`config.mk`:
```
export PLATFORM = sky130hd
export DESIGN_NAME = tts_ram
export DESIGN_NICKNAME = d
export VERILOG_FILES = /design/src/sv/tts_ram.sv
export SDC_FILE = /design/constraint.sdc
export NUM_CORES = 2
export LEC_CHECK = 0
export BUFFER_PORTS_ARGS = -buffer_cell sky130_fd_sc_hd__buf_4
export CORE_ASPECT_RATIO = 1.2
export CORE_MARGIN = 10
export CORE_UTILIZATION = 25
export CTS_CLUSTER_DIAMETER = 40
export DETAILED_ROUTE_END_ITERATION = 8
export PLACE_DENSITY = 0.35
export SLEW_MARGIN = 15
export SYNTH_ARGS = -nofsm -noshare
export SYNTH_HDL_FRONTEND = slang
export SYNTH_SLANG_ARGS = --single-unit
```
`constraint.sdc`:
```
create_clock -name clk -period 5.9 [get_ports clk]
set_input_delay 1.18 -clock clk [delete_from_list [all_inputs] [get_ports clk]]
set_output_delay 1.18 -clock clk [all_outputs]
set_load 0.02 [all_outputs]
```
`src/sv/tts_ram.sv`:
```
module tts_ram #(
	parameter int WIDTH = 8,
	parameter int DEPTH = 256,
	localparam int AW   = $clog2(DEPTH)
) (
	input  logic             clk,
	input  logic             we,
	input  logic [AW-1:0]    waddr,
	input  logic [WIDTH-1:0] wdata,
	input  logic [AW-1:0]    raddr,
	output logic [WIDTH-1:0] rdata
);

	logic [WIDTH-1:0] mem_q [DEPTH];
	logic [WIDTH-1:0] rdata_q;

	always_ff @(posedge clk) begin
		if (we) begin
			mem_q[waddr] <= wdata;
		end
		rdata_q <= mem_q[raddr];
	end

	assign rdata = rdata_q;

endmodule

```
Word level (Yosys, flattened, before mapping)
Memory sizes are Yosys's and may differ from the RTL's. A register that Yosys moved wholly into a read port is not among the register bits.
Cells that the tools add are included.
Word-level totals
  memories kept: 1
  input bits: 26
  output and inout bits: 8
  memory bits (writable): 2048
  register bits after elaboration: 0
  word-level logic and storage cells: 3
Memories
  mem_q: words 256, bits a word 8, read ports 1, clocked after memory_dff 1, write ports 1, RTL line 14  | logic [WIDTH-1:0] mem_q [DEPTH];
Cells by class
  muxes and demuxes: 2
Operator list (number)
  1-bit 2-to-1 mux: 2

Depth between registers and ports, before layout
  depth after elaboration: 2
  depth in mapped cells: 11

Worst setup path before layout
No wires, ideal clock.
  path kind: in2reg
  from: in raddr[0]
  to: reg rdata_q[2], in the netlist rdata[2] (read register of mem_q)
  data arrival time: 2.987 ns
  data required time: 5.769 ns
  path buffers: 4
  stages: 9
  setup slack: 2.782 ns
  path through: buf_6 -> buf_12 -> buf_8 -> buf_2 -> mux4_2 -> a22oi_1 -> a21oi_1 -> nor4_1 -> nor4_2
RTL lines
  start: declaration: RTL line 10  | input logic [AW-1:0] raddr,
  end: declaration: RTL line 15  | logic [WIDTH-1:0] rdata_q;

==> metrics <==
status=complete, no violations; cell count after synthesis=between 3k and 4k; asr flop ratio synth=0%; Post-Syn Nets=3,759; Synth Area in Compound Gates=under 10%; critical hold path startpoint=wdata[3]; maximum VDD drop=roughly 0.00020 V; max_cap viols=0; WHS Path Cells=1; grt total ovfl=0; R2R Path End=rdata[2]; NetSw=approximately 8.4 mW; Yosys reg bits=2,056; Wirelength per Cell=29.5 um; Clock Path Buffers=4; vias in the first global route=41.7k; non-filler cells, final=8,583; cts bufs inserted=335; fin crit period=roughly 4.0 ns; pin count of the biggest net entering global routing=approximately 140; Seq/Total Area, Yosys=77.5%; Sw Share=22.2%; commonest cells in the netlist=2,048 x edfxtp_1, 454 x mux4_2, 282 x nor2_1; Arr. time, crit path=4.74 ns; CTS tree=done; Placeable Area=316,000 sq um; synthesized-area fraction occupied by adder cells=0%; Vias=39.1k; dpl cells=7,973; Leakage=30.2 nW; starting density of the core=25.1%; final wirelength=253,000 um; Max Fclk=0.248 GHz; HP Class=primary input to register; num rows=226; Final nets=4,118; count leader, synth=edfxtp_1; Worst R2R Start=mem_q[137][2]; Pwr Density=388 nW/um^2; layout cells sized above 1=29.6%; synthesized area=79,600 sq um; clock sink count=2,056; Final Core Density=30.7%; unrepaired setup endpoints after global routing=no; Die H=approximately 640 um; number of enable flip-flop cells after synthesis=2,048; overall global routing resource usage=14.5%; I/O pin cnt=34; H-Tree Level Count=5; combinational power share=4.3%; Synth Flop Type=edfxtp_1; Root Driver=clkbuf_16; hold buffer count at cts=0; WP data required=6.60 ns; CTS resizes=0; Worst Hold Path EP=mem_q[28][3]; fin crit share=68.4%; Crit. End Element=register; WL met2=130,000 um; Slew Limit Fails=0; XOR/XNOR share of the synthesized area=0%; R2R depth=7; design area=97,200 sq um; fill count=30.5k; Final TNS setup=0 ns; HPWL after DPL=158,000 um; port bufs=33; DR DRC count=0; first-pass GRT wire length=352,000 um; met3 wire length=11,400 um; average size of a mapped cell=21.3 sq um; number of vias per cell=4.55; Synth cell types=55; worst-skew pair later-pin latency=between 0.8 and 0.9 ns; first drt pass iteration count=6; setup slack, reg-to-reg=2.88 ns; Setup Buffers After CTS=0; post-synth top area share=77.3%; Slew @ Worst Pin=1.17 ns; Final Skew=around 0.059 ns; Reg power frac=42.9%; area leader, netlist=edfxtp_1; Max transition margin=21.2%; gpl congestion=0.776; chip width=535 um; M1 wire length=105,000 um; Clk pwr share=52.9%; main combinational cell family by area after synthesis=multiplexers; mux share of post-synthesis cell area=14.6%; Crit Path Category=primary input to register; Post-Place Cell Area=85,800 sq um; post-synthesis simple-gate area fraction=between 2 and 3%; WHS=between 0.7 and 0.8 ns; CP Launch Type=primary input; Reg clk slew, reported paths=0.06 ns; antenna violations before repair=29; Yosys warning count=0; Crit Path Max Fanout=between 60 and 70; Area contributors post-synth=edfxtp_1 77%, mux4_2 13%, mux2i_1 1.7%; # setup viols final=0; Top Metal Used=met5; die footprint=341,000 sq um; P_int=29.3 mW; DR iter-0 viols=3,079; Hold Vio Cnt, Final=0; Routed Antenna Nets=0; area grow syn2layout=22.2%
sequential cells by signal (all words and copies together), names as in the netlist:
name,cells
mem_q,2048
rdata,8
critical path: stages:
cell and delay (ns):
buf_8 0.50, buf_4 0.60, mux4_2 0.41, mux4_2 0.52, nor2_1 0.18, a2111oi_1 0.10, buf_4 0.21, nor3_1 0.86
nor4_2 0.11
through the flow:
stage / worst slack (ns) / power, mW
detailed placement: 0.893 / 18.2
finish: 1.86 / 37.7
floorplan: 2.78 / 17.2
global route: 1.79 / 39.0
CTS: 1.83 / 38.3
global placement: 0.890 / 18.1
power by group through the flow:
stage          Sequential (mW)  Clock (mW)  Combinational (mW)
2_1_floorplan             16.4           0               0.782
3_3_place_gp              16.5           0                1.68
3_5_place_dp              16.5           0                1.68
4_1_cts                   16.2        20.4                1.69
5_1_grt                   16.2        21.1                1.73
6_report                  16.2        19.9                1.62
kinds of logic (layout without fill, tap and decap cells):
logic type,after synthesis,count (layout)
other,0,7
muxes,591,591
buffers and inverters,235,860
AOI/OAI and AO/OA,385,385
and+or+nand+nor,466,466
DFF,2056,2056
worst max path at each step:
stage	depth (start not counted)	start	to
2_1_floorplan	9	raddr[0]	rdata[2]
3_3_place_gp	9	raddr[1]	rdata[2]
3_5_place_dp	9	raddr[1]	rdata[2]
4_1_cts	9	raddr[1]	rdata[2]
5_1_grt	8	raddr[0]	rdata[0]
6_report	9	raddr[1]	rdata[2]
layout by cell type, fill, tap and decap left out, drive strengths merged, types with 35 or more instances in the layout:
| master | Yosys | final |
|---|---|---|
| clkinv | 1 | 107 |
| a22oi | 133 | 133 |
| clkbuf | 111 | 369 |
| inv | 1 | 49 |
| nor2 | 282 | 282 |
| clkinvlp | 0 | 35 |
| o221ai | 47 | 47 |
| mux2i | 134 | 134 |
| edfxtp | 2048 | 2048 |
| buf | 122 | 255 |
| mux4 | 456 | 456 |
| a21oi | 96 | 96 |
| bufinv | 0 | 45 |
layout make-up:
class,instances,area [sq um],share of cell area (%)
Antenna cell,7,17.5,0.0180
Clock inverter,234,2720,2.80
Sequential cell,2056,61700,63.4
Multi-Input combinational cell,1442,16600,17.0
Clock buffer,369,8680,8.93
Inverter,2,7.51,0.00772
Tap cell,4218,5280,5.43
Timing Repair Buffer,255,2290,2.36
routing by layer:
metal	up-vias	GRT usage [%]
met2	1033	25.3
met4	8	4.01
li1	16555	-
met1	21118	18.6
met3	371	2.29
met5	-	0
No activity file was read; power rests on OpenSTA's default activity.
