## config.mk

```make
export PLATFORM = sky130hd
export DESIGN_NAME = tts_obuf_flat
export DESIGN_NICKNAME = d
export VERILOG_FILES = /design/src/sv/tts_pkg.sv /design/src/sv/tts_result_if.sv /design/src/sv/tts_obuf.sv /design/src/flat_wrapper.sv
export SDC_FILE = /design/constraint.sdc
export NUM_CORES = 1
export LEC_CHECK = 0
export BUFFER_PORTS_ARGS = -buffer_cell sky130_fd_sc_hd__buf_2
export CORE_AREA = 10 10 47 49
export DETAILED_ROUTE_END_ITERATION = 6
export DIE_AREA = 0 0 57 59
export PLACE_DENSITY_LB_ADDON = 0.05
export SLEW_MARGIN = 30
export SYNTH_ARGS = -nofsm -noshare
export SYNTH_HDL_FRONTEND = slang
export SYNTH_SLANG_ARGS = --single-unit
```

## constraint.sdc

```tcl
create_clock -name clk -period 0.8 [get_ports clk]
set_input_delay 0.08 -clock clk [delete_from_list [all_inputs] [get_ports clk]]
set_output_delay 0.08 -clock clk [all_outputs]
set_load 0.02 [all_outputs]
```

## src/sv/tts_pkg.sv

```systemverilog
package tts_pkg;

	// token byte table; depth must be a power of two so the walk wraps by truncation
	localparam int TOKEN_TABLE_DEPTH = 4096;
	localparam int MAX_TOKEN_LEN     = 32;

	localparam int TT_AW       = $clog2(TOKEN_TABLE_DEPTH);
	localparam int OFFS_DEPTH  = 256;
	localparam int OFFS_AW     = $clog2(OFFS_DEPTH);
	localparam int OFF_W       = 12;
	localparam int TK_W        = $clog2(MAX_TOKEN_LEN + 1);

	localparam logic [1:0] KIND_OFFS   = 2'd0;
	localparam logic [1:0] KIND_BYTE   = 2'd1;
	localparam logic [1:0] KIND_STREAM = 2'd2;

	localparam logic [7:0] MAX_LEN_RST = 8'd128;

	typedef struct packed {
		logic [7:0] out_char;
		logic       is_terminator;
		logic       truncated;
		logic       last;
	} res_t;

endpackage

```

## src/sv/tts_result_if.sv

```systemverilog
interface tts_result_if;
	logic       valid;
	logic       ready;
	logic [7:0] out_char;
	logic       is_terminator;
	logic       truncated;
	logic       last;

	modport source (output valid, out_char, is_terminator, truncated, last, input ready);
	modport sink (input valid, out_char, is_terminator, truncated, last, output ready);
endinterface

```

## src/sv/tts_obuf.sv

```systemverilog
module tts_obuf (
	input  logic                clk,
	input  logic                arst_n,
	input  logic                push,
	input  tts_pkg::res_t       din,
	output logic                rdy,
	tts_result_if.source        result
);

	logic          vld_q;
	tts_pkg::res_t data_q;

	// free when empty or when the held result leaves this cycle
	assign rdy = !vld_q || result.ready;

	always_ff @(posedge clk or negedge arst_n) begin
		if (!arst_n) begin
			vld_q <= 1'b0;
		end else if (push) begin
			vld_q <= 1'b1;
		end else if (result.ready) begin
			vld_q <= 1'b0;
		end
	end

	always_ff @(posedge clk) begin
		if (push) begin
			data_q <= din;
		end
	end

	assign result.valid         = vld_q;
	assign result.out_char      = data_q.out_char;
	assign result.is_terminator = data_q.is_terminator;
	assign result.truncated     = data_q.truncated;
	assign result.last          = data_q.last;

endmodule

```

## src/flat_wrapper.sv

```systemverilog
// flat-port wrapper written by rule: the top's interface ports become plain ports
module tts_obuf_flat 
  (clk, arst_n, push, din, rdy, result_valid, result_out_char, result_is_terminator, result_truncated, result_last, result_ready);
  tts_result_if result_i ();
  input  logic clk;
  input  logic arst_n;
  input  logic push;
  input  tts_pkg::res_t din;
  output logic rdy;
  output wire logic [$bits(result_i.valid)-1:0] result_valid;
  output wire logic [$bits(result_i.out_char)-1:0] result_out_char;
  output wire logic [$bits(result_i.is_terminator)-1:0] result_is_terminator;
  output wire logic [$bits(result_i.truncated)-1:0] result_truncated;
  output wire logic [$bits(result_i.last)-1:0] result_last;
  input wire logic [$bits(result_i.ready)-1:0] result_ready;
  assign result_valid = result_i.valid;
  assign result_out_char = result_i.out_char;
  assign result_is_terminator = result_i.is_terminator;
  assign result_truncated = result_i.truncated;
  assign result_last = result_i.last;
  assign result_i.ready = result_ready;
  tts_obuf u_core (.clk(clk), .arst_n(arst_n), .push(push), .din(din), .rdy(rdy), .result(result_i));
endmodule
```

## Word-level counts from Yosys, hierarchy flattened

Cells that the tools add are included.
W data, S select, Z words.

| storage, ports and cells | value |
|---|---|
| output and inout port bits | 13 |
| input port bits | 15 |
| logic and storage cells | 10 |
| bits in registers | 12 |

| operators by class | value |
|---|---|
| muxes and demuxes | 2 |
| reductions and logical operators | 3 |

Operators by type and width:

| cell | count |
|---|---|
| $mux W1 | 2 |
| $reduce_bool A2 Y1 | 1 |
| $logic_not A1 Y1 | 1 |
| $logic_or A1 B1 Y1 | 1 |

## Depth between registers and ports, before layout

| depth | value |
|---|---|
| depth in word-level cells | 2 |
| depth in mapped cells | 2 |
| depth with buffers taken out | 2 |

## Least setup slack after synthesis

No wires, ideal clock.

| timing path | value |
|---|---|
| kind | register to register |
| start point | reg u_core.result.valid (netlist name) |
| end point | reg u_core.vld_q (netlist: u_core.result.valid) |
| setup slack | 28 ps |
| buffers on the path | 0 |
| cell stages (with the launch flop) | 3 |
| data required time | 679 ps |
| arrival time | 651 ps |
| period minus slack after synthesis | 772 ps |
| cells stage by stage | dfrtp_1 > nand2b_4 > nand2b_2 |

RTL lines:

| what | RTL line | RTL |
|---|---|---|
| end signal: assignment | tts_obuf.sv:18 | `vld_q <= 1'b0;` |
| end signal: assignment | tts_obuf.sv:20 | `vld_q <= 1'b1;` |
| end signal: assignment | tts_obuf.sv:22 | `vld_q <= 1'b0;` |
| end: declaration | tts_obuf.sv:10 | `logic vld_q;` |

## Worst setup path after layout

| timing path | value |
|---|---|
| start point | reg u_core.vld_q (netlist: u_core.result.valid) |
| end point | out rdy |

| on the way | value |
|---|---|
| cells in the longest elaborated chain, start to end | 2 |

Ends and longest elaborated chain:

| what | RTL line | RTL |
|---|---|---|
| $logic_not A1 Y1 | tts_obuf.sv:14 | `assign rdy = !vld_q \|\| result.ready;` |
| $logic_or A1 B1 Y1 | tts_obuf.sv:14 |  |
| end: declaration | flat_wrapper.sv:9 | `output logic rdy;` |

Every way passes these cells.

==> results_dict.tcl <==
set metrics [dict create \
    status "complete, but fails checks" \
    violations "setup timing" \
    antenna_found_initial 0 \
    nets 74 \
    clk_path_buf_depth 2 \
    drt-pass1-iter-count 2 \
    synthXorXnorAreaFrac_pct 0 \
    wirelength_um 961 \
    die_h_um 59 \
    syn_nets 29 \
    area.growth.synth_to_final_pct 96.7 \
    setup_ws_ns -0.154 \
    path_clk_slew_ns 0.07 \
    grt_overflow 0 \
    cpPeakStageDelay_ns 0.41 \
    fmax_mhz 1050 \
    via_count 289 \
    clock-sinks 12 \
    coreArea_mm2 0.00140 \
    portBuffers 27 \
    wl_per_cell_um 13.0 \
    end_kind "primary output" \
    synth-edff-count 11 \
    io_pins 28 \
    ir_drop_v 0.00104 \
    crit_chain "nand2b_4, buf_6" \
    drc 0 \
    post-place-ws_ns 0.0920 \
    drive_above_1_share_pct 56.9 \
    n_fill_cell 130 \
    leakage_nw 0.325 \
    synth.distinct_cells 4 \
    timing.slew.headroom_pct 83.0 \
    crit_required_ns 0.72 \
    antennaDiodeCount 0 \
    netlist_area_um2 378 \
    synth_area_leaders "edfxtp_1, dfrtp_1, nand2b_4, nand2b_2" \
    antenna_left 0 \
    tightest_slew_ns 0.255 \
    grt_pass1_wl_um 1510 \
    fp-row-count 14 \
    syn-instance-count 14 \
    ys_seq_area_share_pct 94.0 \
    grt_pass1_vias 345 \
    synth_commonest_cells "edfxtp_1, dfrtp_1, nand2b_2, nand2b_4" \
    yosysTopAreaCell "edfxtp_1" \
    muxShareOfSynthArea_pct 0 \
    final_cell_area_um2 743 \
    synth_top_family_by_area "simple AND/OR/NAND/NOR gates" \
    min_path_type "input port to async pin" \
    synth_top_area_share_pct 87.4 \
    synth-compound-area-share_pct 0 \
    crit_path_top_delay_cell "dfrtp_1" \
    power_density_mw_per_mm2 1870 \
    rsz0062_at_grt "yes" \
    gp_congestion 0.562 \
    finClkSkew_ns 0 \
    drv_slew 0 \
    hold_viol 0 \
    start_kind "flip-flop" \
    rrSetupSlack_ns 0.06 \
    cts_tree "yes" \
    setup.worst_path.class "flip-flop to primary output" \
    synth_ff_type "edfxtp_1" \
    ys_warn_count 0 \
    root_buffer "clkbuf_4" \
    dpl_cell_area_um2 533 \
    period_needed_ns 0.954 \
    htree_levels 1 \
    ys_seq_elements 12 \
    hold_slack_ns 0.116 \
    synthAdderAreaFrac_pct 0 \
    critical-path-top-delay-family "flip-flops" \
    grt_max_degree 13 \
    synth-simple-area-share_pct 5.96 \
    yosysMostFrequentCell "edfxtp_1" \
    avgSynthCellArea_um2 27.0 \
    synthArstFlopShare_pct 8.33 \
    avgViaCountPerCell 3.91 \
    fp.dieArea_mm2 0.00336 \
    setup_viol 13 \
    critPathArrivalTime_ns 0.87 \
    clock_latency_ns 0.26 \
    first_iter_violations 4 \
    cap_violations 0 \
    finalCritPeriodShare_pct 119 \
    cp_max_fo 2 \
    tns_ns -1.04 \
    path_buf_inv 1 \
    cts_buffers 3 \
    grt.total_usage_pct 6.01 \
    die_width_um 57 \
    start_util_pct 27.0 \
]
## cells in the final DEF, fill, tap and decap left out
cell type,Yosys,routed
buf_2,0,18
dlygate4sd3_1,0,12
edfxtp_1,11,11
buf_6,0,9
clkbuf_4,0,3
nand2b_4,1,1
nand2b_2,1,1
clkinv_1,0,1
buf_4,0,1
dfrtp_1,1,1
## what timing repair did
item,4_1_cts,5_1_grt
gates resized for setup,4,14
setup endpoints to repair,13,13
buffers inserted,1,0
hold endpoints to repair,12,0
hold buffers,12,0
## metrics by stage
stage	cells	power, W	util, %
detailed placement	57	0.000940	38.0
CTS	74	0.00137	49.9
global placement	57	0.000935	38.0
finish	74	0.00139	53.0
global route	74	0.00146	53.0
floorplan	14	0.000847	-
## cells by family after synthesis
family | count (synthesis)
simple gates | 2
flops | 12
## state kept, by name, summed over array words and instances (netlist names)
register and cells:
u_core.result.out_char 8, u_core.result.is_terminator 1, u_core.result.last 1, u_core.result.truncated 1, u_core.result.valid 1
## worst reg2reg max path, delay by kind of cell, from the launching register on
family | cells | cell delay (ns)
buffers and inverters | 1 | 0.10
AND/OR/NAND/NOR | 2 | 0.13
flip-flops | 1 | 0.41
## power by group
| group | internal, W | leakage (nW) | switching, W |
|---|---|---|---|
| logic | 0.000146 | 0.191 | 0.000115 |
| clock network | 0.000180 | 0.0154 | 0.000189 |
| registers | 0.000739 | 0.118 | 0.0000197 |
## worst paths after layout
| kind | start | end | cells past startpoint |
|---|---|---|---|
| setup / recovery | u_core.result.valid$_DFFE_PN0P_ | rdy | 2 |
| min in group clk | result_ready | u_core.result.valid$_DFFE_PN0P_ | 4 |
| hold reg to reg | u_core.result.valid$_DFFE_PN0P_ | u_core.result.valid$_DFFE_PN0P_ | 3 |
| max in group asynchronous | arst_n | u_core.result.valid$_DFFE_PN0P_ | 2 |
| setup reg to reg | u_core.result.valid$_DFFE_PN0P_ | u_core.result.valid$_DFFE_PN0P_ | 3 |
| hold / removal | arst_n | u_core.result.valid$_DFFE_PN0P_ | 2 |
## cell type report
cell class | instances | area, um2 | area share, %
clock buffers | 3 | 22.5 | 3.03
flip-flops and latches | 12 | 355 | 47.8
multi-input cells | 2 | 22.5 | 3.03
well taps | 16 | 20.0 | 2.69
repair buffers | 40 | 319 | 42.9
clock inverters | 1 | 3.75 | 0.505
## metal layers
metal,track usage [%],routed length (um)
met5,0,0
met4,5.03,0
met3,3.86,108
met2,10.7,564
met1,4.33,288
(Power assumes the default switching activity.)
